`config.mk`:
```
export PLATFORM = sky130hd
export DESIGN_NAME = bcrs_mem
export DESIGN_NICKNAME = d
export VERILOG_FILES = /design/src/sv/bcrs_mem.sv
export SDC_FILE = /design/constraint.sdc
export NUM_CORES = 1
export LEC_CHECK = 0
export BUFFER_PORTS_ARGS = -buffer_cell sky130_fd_sc_hd__buf_4
export CAP_MARGIN = 20
export CELL_PAD_IN_SITES_DETAIL_PLACEMENT = 1
export CELL_PAD_IN_SITES_GLOBAL_PLACEMENT = 1
export CORE_MARGIN = 8
export CORE_UTILIZATION = 54
export DETAILED_ROUTE_END_ITERATION = 10
export PLACE_DENSITY_LB_ADDON = 0.1
export SLEW_MARGIN = 15
export SYNTH_ARGS = -nofsm -noshare
export SYNTH_HDL_FRONTEND = slang
export SYNTH_SLANG_ARGS = --single-unit
```
`constraint.sdc`:
```
create_clock -name clk_i -period 4.3 [get_ports clk_i]
set_input_delay 1.29 -clock clk_i [delete_from_list [all_inputs] [get_ports clk_i]]
set_output_delay 1.29 -clock clk_i [all_outputs]
set_load 0.05 [all_outputs]
```
`src/sv/bcrs_mem.sv`:
```
// Single-port-write, single-port-read synchronous memory with registered read data.
module bcrs_mem #(
  parameter int unsigned DEPTH  = 32,
  parameter int unsigned ADDR_W = 5,
  parameter int unsigned DATA_W = 32
) (
  input  logic              clk_i,
  input  logic              we_i,
  input  logic [ADDR_W-1:0] waddr_i,
  input  logic [DATA_W-1:0] wdata_i,
  input  logic              re_i,
  input  logic [ADDR_W-1:0] raddr_i,
  output logic [DATA_W-1:0] rdata_o
);

  logic [DATA_W-1:0] mem_q [DEPTH];
  logic [DATA_W-1:0] rdata_q;

  always_ff @(posedge clk_i) begin
    if (we_i) begin
      mem_q[waddr_i] <= wdata_i;
    end
    if (re_i) begin
      rdata_q <= mem_q[raddr_i];
    end
  end

  assign rdata_o = rdata_q;

endmodule

```
==> impl_metrics.yaml <==
sta:
  slew_violations: 0
  tns_ns: 0
  finalSetupViolations: 0
  min_period_ns: 2.90
  slew_headroom_pct: 39.4
  skew_ns: 0.0166
  hold_viol: 0
  fmax_mhz: 344
  rsz0062_at_grt: "false"
  worst_pin_slew_ns: 0.906
  fin_crit_sh_pct: 67.5
  timing.hold.ws_ns: 0.684
pwr:
  p_seq_share_pct: 52.8
  p_int_w: 0.0172
  p_sw_share_pct: 21.4
  pwr-share-comb_pct: 5.7
  p_switching_w: 0.00467
  p_clk_share_pct: 41.5
  ir_drop_mv: 0.364
  p_per_area_mw_per_mm2: 469
  power_leakage_nw: 16.3
routing:
  wl_um: 107000
  vias: 21500
  detail-route-antenna-nets: 0
  dr.pass1.iters: 5
  wire_per_inst_um: 30.9
  drc: 0
  vias_per_cell: 6.19
  drtIter0Drc: 1922
logic_synthesis:
  synthArstFlopShare_pct: 0
  syn_area_mm2: 0.0408
  yosysWarnings: 0
  synth_most_common_cell: "edfxtp_1"
  syn_area_per_cell_um2: 18.1
  synth_nets: 2305
  ys_seq_area_share_pct: 77.7
  synth_edf_count: 1056
  ys.flop_type: "edfxtp_1"
  synth.area.top_cells: "edfxtp_1 (78%), mux2i_1 (13%), a22oi_1 (1.8%)"
  synthCells: 2260
  ys_seq_elements: 1056
  yosys.area.top_type: "edfxtp_1"
  synth_cell_types: 24
  synth_commonest_cells: "edfxtp_1 (1056), mux2i_1 (512), nand2_1 (98), nand3_1 (98)"
  synth_top_area_share_pct: 77.7
die:
  num_io_pins: 77
  die_w_um: 291
  dieArea_mm2: 0.0846
  start_util_pct: 54.2
  core_area_mm2: 0.0753
  rows: 101
  die_height_um: 291
finish:
  drive_above_1_share_pct: 14.6
  fin_area_mm2: 0.0466
  fin_nets: 2456
  utilization_pct: 61.8
  area.sequential_mm2: 0.0317
  multi_input_area_mm2: 0.00861
  fill_cells: 6417
  area_growth_pct: 14.1
critical_path:
  rr_startpoint: "mem_q[5][0]$_DFFE_PP_"
  cp_data_arrival_time_ns: 3.29
  worst-r2r-setup-slack_ns: 2.52
  path_class: "in2reg"
  cp_max_fo: 43
  cp.required_ns: 4.68
  r2r_end: "rdata_o[0]$_DFFE_PP_"
  rr_worst_depth: 5
  worstSetupEndpointType: "flop"
  critPathLaunchType: "input port"
worst_hold_path:
  hold_path_end: "rdata_o[22]$_DFFE_PP_"
  hold_path_depth: 4
  hold_path.class: "reg2reg"
  worstHoldStart: "mem_q[10][22]$_DFFE_PP_"
status:
  status: "completed"
cts:
  cts-root-buf: "clkbuf_16"
  post_cts_buffers: 0
  h-tree-depth: 3
  clkTransAtPathRegs_ns: 0.06
  ctsHoldBuffers: 0
  clock_path_buffers: 3
  cts_sinks: 1056
  cts_resized: 0
  clkLatencyLatePin_ns: 0.65
  numCtsBuffers: 104
  cts_tree: "done"
grt:
  grt_pass1_vias: 22700
  antenna_found_initial: 5
  grt_max_degree: 63
  grt_overflow: 0
  track_usage_pct: 24.9
  grt_pass1_wl_um: 155000
flow_run:
  max_cap_violations: 0
placement:
  gp_congestion: 0.773
  placed_area_mm2: 0.0432
  dpl.hpwl_um: 62400
  port_buffers: 76
[final cells by class]
type                            instances  share of cell area, %
Timing Repair Buffer                  172                   3.51
Tap cell                              978                   2.63
Sequential cell                      1056                   68.1
Antenna cell                            1                0.00537
Multi-Input combinational cell       1077                   18.5
Clock buffer                          127                   6.00
Clock inverter                         61                   1.27
[metal layers]
layer	track usage (%)	up-vias	routed length [µm]
met3	4.09	152	6640
met2	41.3	691	51800
met5	0	-	13
li1	-	9314	-
met1	34.1	11300	45900
met4	7.54	2	2980
[flip-flops by register name, summed over array words and instances, names as in the netlist]
register and flops:
mem_q 1024, rdata_o 32
[logic make-up after synthesis]
logic type,after synthesis,share of synthesized area [%]
multiplexers,512,12.6
buffers and inverters,127,1.85
flip-flops,1056,77.7
AND/OR/NAND/NOR,277,3.08
AO/OA/AOI/OAI,288,4.81
[how the worst max path moves through the flow]
stage               start                 endpoint  slack, ns  depth (start not counted)
5_1_grt        raddr_i[0]    rdata_o[30]$_DFFE_PP_       1.29                          8
3_5_place_dp   raddr_i[0]    rdata_o[30]$_DFFE_PP_       0.75                          8
4_1_cts        waddr_i[1]  mem_q[24][17]$_DFFE_PP_       1.45                          4
3_3_place_gp   raddr_i[0]    rdata_o[22]$_DFFE_PP_       0.79                          8
6_report       raddr_i[0]    rdata_o[18]$_DFFE_PP_       1.40                          8
2_1_floorplan  waddr_i[1]   mem_q[12][0]$_DFFE_PP_       0.58                          3
[critical path, cell delays in order]
cell	delay, ns
buf_8	0.37
buf_12	0.31
buf_12	0.23
buf_12	0.25
mux2i_1	0.25
a21oi_1	0.11
nand3_1	0.30
nand3_1	0.12
[per-stage QoR]
stage / instances / worst slack (ns) / power (W)
floorplan: 2260 / 0.576 / 0.0124
global placement: 3283 / 0.785 / 0.0130
detailed placement: 3283 / 0.752 / 0.0130
CTS: 3471 / 1.45 / 0.0220
global route: 3472 / 1.29 / 0.0224
finish: 3472 / 1.40 / 0.0219
[power by group through the flow]
stage | registers (W) | clock network [W] | logic [W]
6_report | 0.0116 | 0.00907 | 0.00124
5_1_grt | 0.0116 | 0.00956 | 0.00131
4_1_cts | 0.0116 | 0.00923 | 0.00124
2_1_floorplan | 0.0118 | 0 | 0.000592
3_3_place_gp | 0.0118 | 0 | 0.00120
3_5_place_dp | 0.0118 | 0 | 0.00123
[cells in the final DEF, fill, tap and decap left out, types with 2 or more instances in the layout]
cell           n
a21oi_1       96
a22o_1        64
a22oi_1       96
a31oi_1       32
buf_12        27
buf_4        144
bufinv_16     12
clkbuf_1      18
clkbuf_16    109
clkinv_1      20
clkinv_2      25
clkinvlp_4     2
edfxtp_1    1056
inv_6          2
mux2i_1      512
nand2_1       97
nand2b_2       2
nand3_1       98
nand3b_1       5
nor2_4        33
nor3_1        32
or3b_2         3
Power figures use the tool's default switching activity.
