**src/sv/bcrs_pkg.sv**
```systemverilog
// Shared constants for the block-decomposed range-sum block.
package bcrs_pkg;

  localparam int unsigned POS_W          = 10;
  localparam int unsigned DATA_W         = 32;
  localparam int unsigned ENTRIES_DEF    = 1024;
  localparam int unsigned BLOCK_SIZE_DEF = 32;

  localparam logic CMD_ADD   = 1'b0;
  localparam logic CMD_QUERY = 1'b1;

endpackage

```
**src/sv/bcrs_div.sv**
```systemverilog
// Constant divider by the block size: quotient and remainder by reciprocal multiplication.
module bcrs_div #(
  parameter int unsigned BLOCK_SIZE = 32,
  parameter int unsigned REM_W      = 5
) (
  input  logic                        clk_i,
  input  logic                        rst_ni,
  input  logic                        start_i,
  input  logic [bcrs_pkg::POS_W-1:0]  dividend_i,
  output logic                        done_o,
  output logic [bcrs_pkg::POS_W-1:0]  quot_o,
  output logic [REM_W-1:0]            rem_o
);

  import bcrs_pkg::*;

  localparam int unsigned SH = POS_W + 9;
  localparam int unsigned PW = POS_W + SH;
  localparam logic [SH-1:0]    RECIP = SH'((2 ** SH + BLOCK_SIZE - 1) / BLOCK_SIZE);
  localparam logic [POS_W-1:0] BS_C  = POS_W'(BLOCK_SIZE);

  logic             done_q, done_d;
  logic [PW-1:0]    prod;
  logic [POS_W-1:0] quot_q, quot_d;
  logic [REM_W-1:0] rem_q, rem_d;

  always_comb begin
    prod   = PW'(dividend_i) * PW'(RECIP);
    quot_d = prod[PW-1:SH];
    rem_d  = REM_W'(dividend_i - quot_d * BS_C);
    done_d = start_i;
  end

  always_ff @(posedge clk_i or negedge rst_ni) begin
    if (!rst_ni) begin
      done_q <= 1'b0;
    end else begin
      done_q <= done_d;
    end
  end

  always_ff @(posedge clk_i) begin
    if (start_i) begin
      quot_q <= quot_d;
      rem_q  <= rem_d;
    end
  end

  assign done_o = done_q;
  assign quot_o = quot_q;
  assign rem_o  = rem_q;

endmodule

```
**config.mk**
```make
export PLATFORM = sky130hd
export DESIGN_NAME = bcrs_div
export DESIGN_NICKNAME = d
export VERILOG_FILES = /design/src/sv/bcrs_pkg.sv /design/src/sv/bcrs_div.sv
export SDC_FILE = /design/constraint.sdc
export NUM_CORES = 1
export LEC_CHECK = 0
export BUFFER_PORTS_ARGS = -buffer_cell sky130_fd_sc_hd__buf_4
export CORE_AREA = 2 2 39 41
export DETAILED_ROUTE_END_ITERATION = 7
export DIE_AREA = 0 0 41 43
export PLACE_DENSITY = 0.65
export SYNTH_ARGS = -nofsm -noshare
export SYNTH_HDL_FRONTEND = slang
export SYNTH_SLANG_ARGS = --single-unit
```
**constraint.sdc**
```tcl
create_clock -name clk_i -period 0.8 [get_ports clk_i]
set_input_delay 0.04 -clock clk_i [delete_from_list [all_inputs] [get_ports clk_i]]
set_output_delay 0.04 -clock clk_i [all_outputs]
set_load 0.1 [all_outputs]
```
==> results of run 1 <==
==> where the power goes <==
part	internal [uW]	total (uW)	switching (uW)	leakage (uW)
Combinational	159	616	457	0.000194
Sequential	677	697	19.8	0.000109
Clock	192	347	155	0.0000150
==> sequential cells by signal (all words and copies together), names as in the netlist <==
| signal | flops |
|---|---|
| done_o | 1 |
| rem_o | 5 |
| quot_o | 5 |
==> metal layers <==
layer / global-route usage / up-vias / part of all wire
met4: 0.0800 / 0 / 0
met3: 0.0314 / 0 / 0.13
li1: - / 127 / -
met5: 0 / - / 0
met2: 0.181 / 27 / 0.50
met1: 0.0828 / 108 / 0.37
==> area by class of cell <==
| class | count | area (sq um) | area share |
|---|---|---|---|
| clock buffer | 4 | 26.3 | 0.0358 |
| multi-input combinational | 5 | 18.8 | 0.0256 |
| sequential | 11 | 327 | 0.445 |
| tap | 16 | 20.0 | 0.0273 |
| timing repair buffer | 35 | 343 | 0.467 |
==> metrics by stage <==
| step | setup WS (ps) | utilization | TNS (ps) | cells |
|---|---|---|---|---|
| 6_report | -92.7 | 0.531 | -798 | 71 |
| 4_1_cts | -115 | 0.524 | -1010 | 71 |
| 2_1_floorplan | -144 | - | -1440 | 21 |
| 3_5_place_dp | 142 | 0.389 | 0 | 55 |
| 3_3_place_gp | 166 | 0.389 | 0 | 55 |
| 5_1_grt | -130 | 0.531 | -1230 | 71 |
==> layout by cell type (no fill, tap or decap) <==
master / synthesis / layout
sky130_fd_sc_hd__buf_6: 0 / 10
sky130_fd_sc_hd__conb_1: 1 / 5
sky130_fd_sc_hd__dlygate4sd3_1: 0 / 12
sky130_fd_sc_hd__buf_4: 5 / 12
sky130_fd_sc_hd__clkbuf_4: 0 / 3
sky130_fd_sc_hd__edfxtp_1: 10 / 10
sky130_fd_sc_hd__buf_12: 0 / 1
sky130_fd_sc_hd__dfrtp_2: 0 / 1
sky130_fd_sc_hd__clkbuf_1: 0 / 1
==> worst paths after layout <==
kind / start / endpoint / slack (ps)
min in group clk_i: dividend_i[3] / rem_o[3] / 510
hold / removal: rst_ni / done_o / 110
max in group asynchronous: rst_ni / done_o / 600
setup / recovery: quot_o[1] / quot_o[1] / -90
==> cell families (layout without fill, tap and decap cells) <==
logic type	after synthesis	in the layout	share of synthesized area
buffers and inverters	5	39	0.102
DFF	11	11	0.887
other	1	5	0.0102
==> repair_timing <==
action | 4_1_cts | 5_1_grt
endpoints found under the setup margin | 11 | 11
hold endpoints to repair | 12 | 0
hold buffers | 12 | 0
resized for setup | 11 | 2
==> results.yml, run 1 <==
run_status:
  run_status: "complete, but fails checks"
  failing_checks: "negative setup slack"
floorplan:
  die-width_um: 41
  core_sq_um: 1380
  top_level_ports: 29
  die_area_sq_um: 1760
  initial_utilization: 0.265
  rows: 14
  die-height_um: 43
logic_synthesis:
  ys_ff_latch: 11
  synth-edff-count: 10
  number_of_distinct_library_cells_after_synthesis: 4
  synth_warnings: 0
  post-synth-top-area-cell: "sky130_fd_sc_hd__edfxtp_1"
  netlist_instances: 17
  syn_area_sq_um: 367
  synth_top_area_frac: 0.819
  asyncSetResetFlopFracSynth: 0.0909
  synth_area_leaders: "sky130_fd_sc_hd__edfxtp_1 (82%), sky130_fd_sc_hd__buf_4 (10%), sky130_fd_sc_hd__dfrtp_1 (6.8%), sky130_fd_sc_hd__conb_1 (1.0%)"
  yosysSeqAreaShare: 0.887
  post_synth.cell_area_avg_sq_um: 21.6
  postSynth.topFlopCell: "sky130_fd_sc_hd__edfxtp_1"
  synthTopCellsByCount: "sky130_fd_sc_hd__edfxtp_1 (10), sky130_fd_sc_hd__buf_4 (5), sky130_fd_sc_hd__conb_1 (1), sky130_fd_sc_hd__dfrtp_1 (1)"
  synth.most_common_cell: "sky130_fd_sc_hd__edfxtp_1"
critical_path:
  worstPathCellList: "buf_6"
  timing_worst_setup_path_type: "reg2out"
  cp.depth: 1
  worst_path_dominant_cell_family: "flip-flops"
  critical-path-max-stage-delay_ps: 400
  crit_slowest_cell: "sky130_fd_sc_hd__edfxtp_1"
  cp.required_ps: 760
  cp_num_buf_inv: 1
  startpoint_type: "register"
  crit_path_end_kind: "output pin"
  worstPathMaxFanout: 1
  cp_data_arrival_time_ps: 850
grt:
  grt_pass1_vias: 295
  pin_count_of_the_biggest_net_entering_global_routing: 12
  wire_length_of_the_first_global_routing_pass_um: 1070
  gr-total-overflow: 0
  grt_usage: 0.103
  antenna_found_initial: 0
sta:
  period_share: 1.12
  hold-worst-slack_ps: 111
  finalMaxSlewViolations: 0
  report.final.setup_viol: 11
  fmax_mhz: 1120
  unrepaired_setup_endpoints_after_global_routing: "yes"
  final_hold_viols: 0
  timing.final.crit_period_ps: 893
  timing.final.ws_setup_ps: -92.7
clock_network:
  cts_max_level: 1
  cts.clk_slew.worst_paths_ps: 60
  cts.path.max_buffers: 2
  cts_tree: "done"
  cts_setup_buffers: 0
  ctsRootBufferMaster: "sky130_fd_sc_hd__clkbuf_4"
  cts_buffers: 3
  clock_sink_count: 11
run:
  drv_cap: 0
pwr:
  vdd_ir_drop_max_mv: 1.10
  power.static_leakage_uw: 0.000317
  finalPower_uw: 1660
  pwr_density_cell_nw_per_um2: 2260
min_path:
  timing.hold.worst.class: "in2async"
route:
  viasPerCell: 3.69
  wirelength_um: 782
  num_vias: 262
  drt_drc_violations_left: 0
  detail-route-antenna-nets: 0
  drt_pre_antenna_iters: 1
  initialDrtViolationCount: 0
  routed_wire_length_per_instance_um: 11.0
placed_design:
  gpl.final_weighted_congestion: 0.548
  buffer_ports.inserted: 23
  placement.cell_area_sq_um: 538
finish:
  antennaDiodeCount: 0
  final_area_sq_um: 734
  area_growth_pct: 100
  final_layout_size_suffix_gt1_frac: 0.491
  finalNetCount: 69
  fillerInstances: 118
(Power assumes the default switching activity.)
==> run 2: changes to the inputs <==
Settings changed: ABC_AREA set to 1, PLACE_DENSITY 0.65 to unset.
==> run 2 against run 1 <==
The flow still finishes with violations (negative setup slack). Sequential power about the same. Routed wire length decreased by 15%. Worst hold slack got worse by 29 ps. Worst setup slack improved by 3.3 ps. Largest cell class unchanged.
==> results.yml, run 2 (same netlist as run 1, synthesis figures left out) <==
pwr:
  power.static_leakage_uw: 0.000317
  pwr_density_cell_nw_per_um2: 2290
  finalPower_uw: 1670
  vdd_ir_drop_max_mv: 1.09
sta:
  final_hold_viols: 0
  timing.final.ws_setup_ps: -89.4
  timing.final.crit_period_ps: 889
  unrepaired_setup_endpoints_after_global_routing: "yes"
  setup_tns_ps: -867
  report.final.setup_viol: 11
  fmax_mhz: 1120
  period_share: 1.11
  finalMaxSlewViolations: 0
placed_design:
  gpl.final_weighted_congestion: 0.600
  buffer_ports.inserted: 23
critical_path:
  critical-path-max-stage-delay_ps: 390
  worst_path_dominant_cell_family: "flip-flops"
  timing_worst_setup_path_type: "reg2out"
  cp_data_arrival_time_ps: 850
  worstPathMaxFanout: 1
  worstPathCellList: "buf_6"
  crit_path_end_kind: "output pin"
  startpoint_type: "register"
  cp-startpoint: "quot_o[2]"
  crit_slowest_cell: "sky130_fd_sc_hd__edfxtp_1"
  cp.required_ps: 760
  cp_num_buf_inv: 1
clock_network:
  cts.clk_slew.worst_paths_ps: 70
  cts_tree: "done"
  cts_max_level: 1
  ctsRootBufferMaster: "sky130_fd_sc_hd__clkbuf_4"
  clock_sink_count: 11
  cts.path.max_buffers: 2
  cts_setup_buffers: 0
  cts_buffers: 3
finish:
  final_util: 0.525
  final_layout_size_suffix_gt1_frac: 0.509
  finalNetCount: 69
  area_growth_pct: 98.3
  antennaDiodeCount: 0
  final_cell_mix: "sky130_fd_sc_hd__dlygate4sd3_1 (12), sky130_fd_sc_hd__buf_4 (12), sky130_fd_sc_hd__buf_6 (11)"
route:
  drt_drc_violations_left: 0
  num_vias: 252
  initialDrtViolationCount: 0
  wirelength_um: 661
  detail-route-antenna-nets: 0
  drt_pre_antenna_iters: 1
  routed_wire_length_per_instance_um: 9.31
  viasPerCell: 3.55
run_status:
  run_status: "complete, but fails checks"
  failing_checks: "negative setup slack"
floorplan:
  rows: 14
  die-width_um: 41
  die-height_um: 43
  top_level_ports: 29
  die_area_sq_um: 1760
  core_sq_um: 1380
  initial_utilization: 0.265
grt:
  wire_length_of_the_first_global_routing_pass_um: 986
  grt_pass1_vias: 260
  antenna_found_initial: 0
  gr-total-overflow: 0
  grt_usage: 0.0932
  pin_count_of_the_biggest_net_entering_global_routing: 12
run:
  drv_cap: 0
min_path:
  timing.hold.worst.class: "in2async"
## run 2: cell count changes in the layout (fill, tap and decap cells not counted)
cell                       previous run  this run
sky130_fd_sc_hd__buf_12               1         0
sky130_fd_sc_hd__buf_6               10        11
sky130_fd_sc_hd__clkbuf_1             1         0
sky130_fd_sc_hd__clkinv_2             0         1
## run 2: report_power, final
part,switching [uW],leakage [uW],internal [uW],total [uW]
clock network,179,0.0000177,185,363
registers,17.6,0.000109,676,694
logic,455,0.000191,154,609
total,651,0.000317,1020,1670
## run 2: stage by stage
stage / cell area, sq um / hold WS [ps] / cells / worst slack (ps)
global placement: 538 / -185 / 55 / 159
detailed placement: 538 / -181 / 55 / 154
floorplan: 383 / -256 / 21 / -144
CTS: 727 / 69.6 / 71 / -103
finish: 727 / 82.2 / 71 / -89.4
global route: 727 / 72.5 / 71 / -140
## run 2: cell type report
type	instances	area, sq um
fill	120	657
multi-input combinational	5	18.8
sequential	11	327
clock inverter	1	5.00
timing repair buffer	35	334
clock buffer	3	22.5
tap	16	20.0
## run 2: layer usage
layer	GRT usage	up-vias	share of wire
met5	0	-	0
met4	0.0800	0	0.012
met3	0.0576	2	0.11
met2	0.131	19	0.48
met1	0.0893	104	0.40
li1	-	127	-
## run 2: how the worst max path moves through the flow
stage,end,cells past startpoint
5_1_grt,quot_o[2],1
6_report,quot_o[2],1
3_3_place_gp,quot_o[2],1
2_1_floorplan,quot_o[0],0
3_5_place_dp,done_o,1
4_1_cts,done_o,1
## run 2: repair_timing
action | 4_1_cts | 5_1_grt
hold buffers | 12 | 0
hold endpoints to repair | 12 | 0
endpoints found under the setup margin | 11 | 11
gates resized for setup | 11 | 0
==> run 3: changes to the inputs <==
Settings changed: SKIP_CTS_REPAIR_TIMING set to 1.
==> run 3 against run 2 <==
The run still ends with negative setup slack left. Die area did not move. Cell area is 0.52% higher. Fmax decreased by 2.7%. Largest cell class unchanged. First-iteration DRC count stayed put.
==> results.yml, run 3 (same netlist as run 1, synthesis figures left out) <==
run_status:
  run_status: "complete, but fails checks"
  failing_checks: "negative setup slack"
route:
  routed_wire_length_per_instance_um: 9.76
  wirelength_um: 693
  drt_drc_violations_left: 0
  initialDrtViolationCount: 0
  viasPerCell: 3.55
  drt_pre_antenna_iters: 1
  num_vias: 252
  detail-route-antenna-nets: 0
pwr:
  vdd_ir_drop_max_mv: 1.09
  finalPower_uw: 1670
  power.share.sequential: 0.416
  switching_fraction: 0.391
  pwr_density_cell_nw_per_um2: 2290
  comb_power_share: 0.366
  internal_power_uw: 1020
  switch_pwr_uw: 653
  power.static_leakage_uw: 0.000318
  power.share.clock: 0.218
critical_path:
  startpoint_type: "register"
  crit_slowest_cell: "sky130_fd_sc_hd__edfxtp_1"
  timing_worst_setup_path_type: "reg2out"
  cp_num_buf_inv: 1
  worstPathMaxFanout: 1
  crit_path_end_kind: "output pin"
  critical-path-max-stage-delay_ps: 410
  worstPathCellList: "buf_8"
  cp.required_ps: 760
  worst_path_dominant_cell_family: "flip-flops"
  cp_data_arrival_time_ps: 870
sta:
  period_share: 1.14
  timing.final.ws_setup_ps: -114
  report.final.setup_viol: 11
  unrepaired_setup_endpoints_after_global_routing: "yes"
  final_hold_viols: 0
  timing.final.crit_period_ps: 914
  finalMaxSlewViolations: 0
  fmax_mhz: 1090
floorplan:
  rows: 14
  top_level_ports: 29
  initial_utilization: 0.265
  core_sq_um: 1380
  die-height_um: 43
  die-width_um: 41
  die_area_sq_um: 1760
placed_design:
  placement.cell_area_sq_um: 538
  gpl.final_weighted_congestion: 0.600
  buffer_ports.inserted: 23
clock_network:
  cts_tree: "done"
  clock_sink_count: 11
  cts_max_level: 1
  cts.path.max_buffers: 2
  ctsRootBufferMaster: "sky130_fd_sc_hd__clkbuf_4"
  cts.clk_slew.worst_paths_ps: 70
  cts_buffers: 3
grt:
  pin_count_of_the_biggest_net_entering_global_routing: 12
  wire_length_of_the_first_global_routing_pass_um: 765
  grt_usage: 0.0747
  gr-total-overflow: 0
  grt_pass1_vias: 183
  antenna_found_initial: 0
finish:
  final_area_sq_um: 731
  area_growth_pct: 99.3
  final_cell_mix: "sky130_fd_sc_hd__dlygate4sd3_1 (12), sky130_fd_sc_hd__buf_4 (12), sky130_fd_sc_hd__buf_6 (10), sky130_fd_sc_hd__edfxtp_1 (10), sky130_fd_sc_hd__conb_1 (5)"
  finalNetCount: 69
  antennaDiodeCount: 0
  final_layout_size_suffix_gt1_frac: 0.509
  fillerInstances: 122
run:
  drv_cap: 0
min_path:
  timing.hold.worst.class: "in2async"
==> run 3: cell counts in the layout (fill, tap and decap cells not counted) <==
Identical to the previous run, type by type.
==> run 3: routing by layer <==
metal,GRT usage,routed length [um],share of wire,vias to the layer above
met1,0.0856,260,0.38,104
met2,0.0844,347,0.50,19
li1,-,-,-,127
met3,0.0471,76,0.11,2
met4,0.0800,8,0.012,0
met5,0,0,0,-
==> run 3: final cells by class <==
cell class	count	area, sq um	area share
multi-input cells	5	18.8	0.0257
repair buffers	35	338	0.462
well taps	16	20.0	0.0274
clock inverters	1	5.00	0.00685
flip-flops and latches	11	327	0.447
clock buffers	3	22.5	0.0308
==> run 3: power groups by stage <==
stage               logic (uW)  clock network, uW  registers [uW]
detailed placement         538                  0             699
global route               629                409             698
floorplan                  120                  0            1020
CTS                        538                386             686
finish                     612                364             695
global placement           536                  0             699
==> run 3: how the worst max path moves through the flow <==
stage | startpoint | to | slack [ps] | cells past startpoint
floorplan | quot_o[0] | quot_o[0] | -140 | 0
global placement | quot_o[2] | quot_o[2] | 160 | 1
detailed placement | done_o | done_o | 150 | 1
CTS | done_o | done_o | -150 | 1
global route | quot_o[2] | quot_o[2] | -150 | 1
finish | quot_o[2] | quot_o[2] | -110 | 1
==> run 3: stage by stage <==
step	hold slack (ps)	setup TNS (ps)	cells	util	worst slack, ps
after CTS	-475	-1390	59	0.409	-147
final	81.7	-893	71	0.528	-114
after floorplan	-256	-1440	21	-	-144
after global placement	-185	0	55	0.389	159
after detailed placement	-181	0	55	0.389	154
after global routing	72.6	-1240	71	0.528	-145
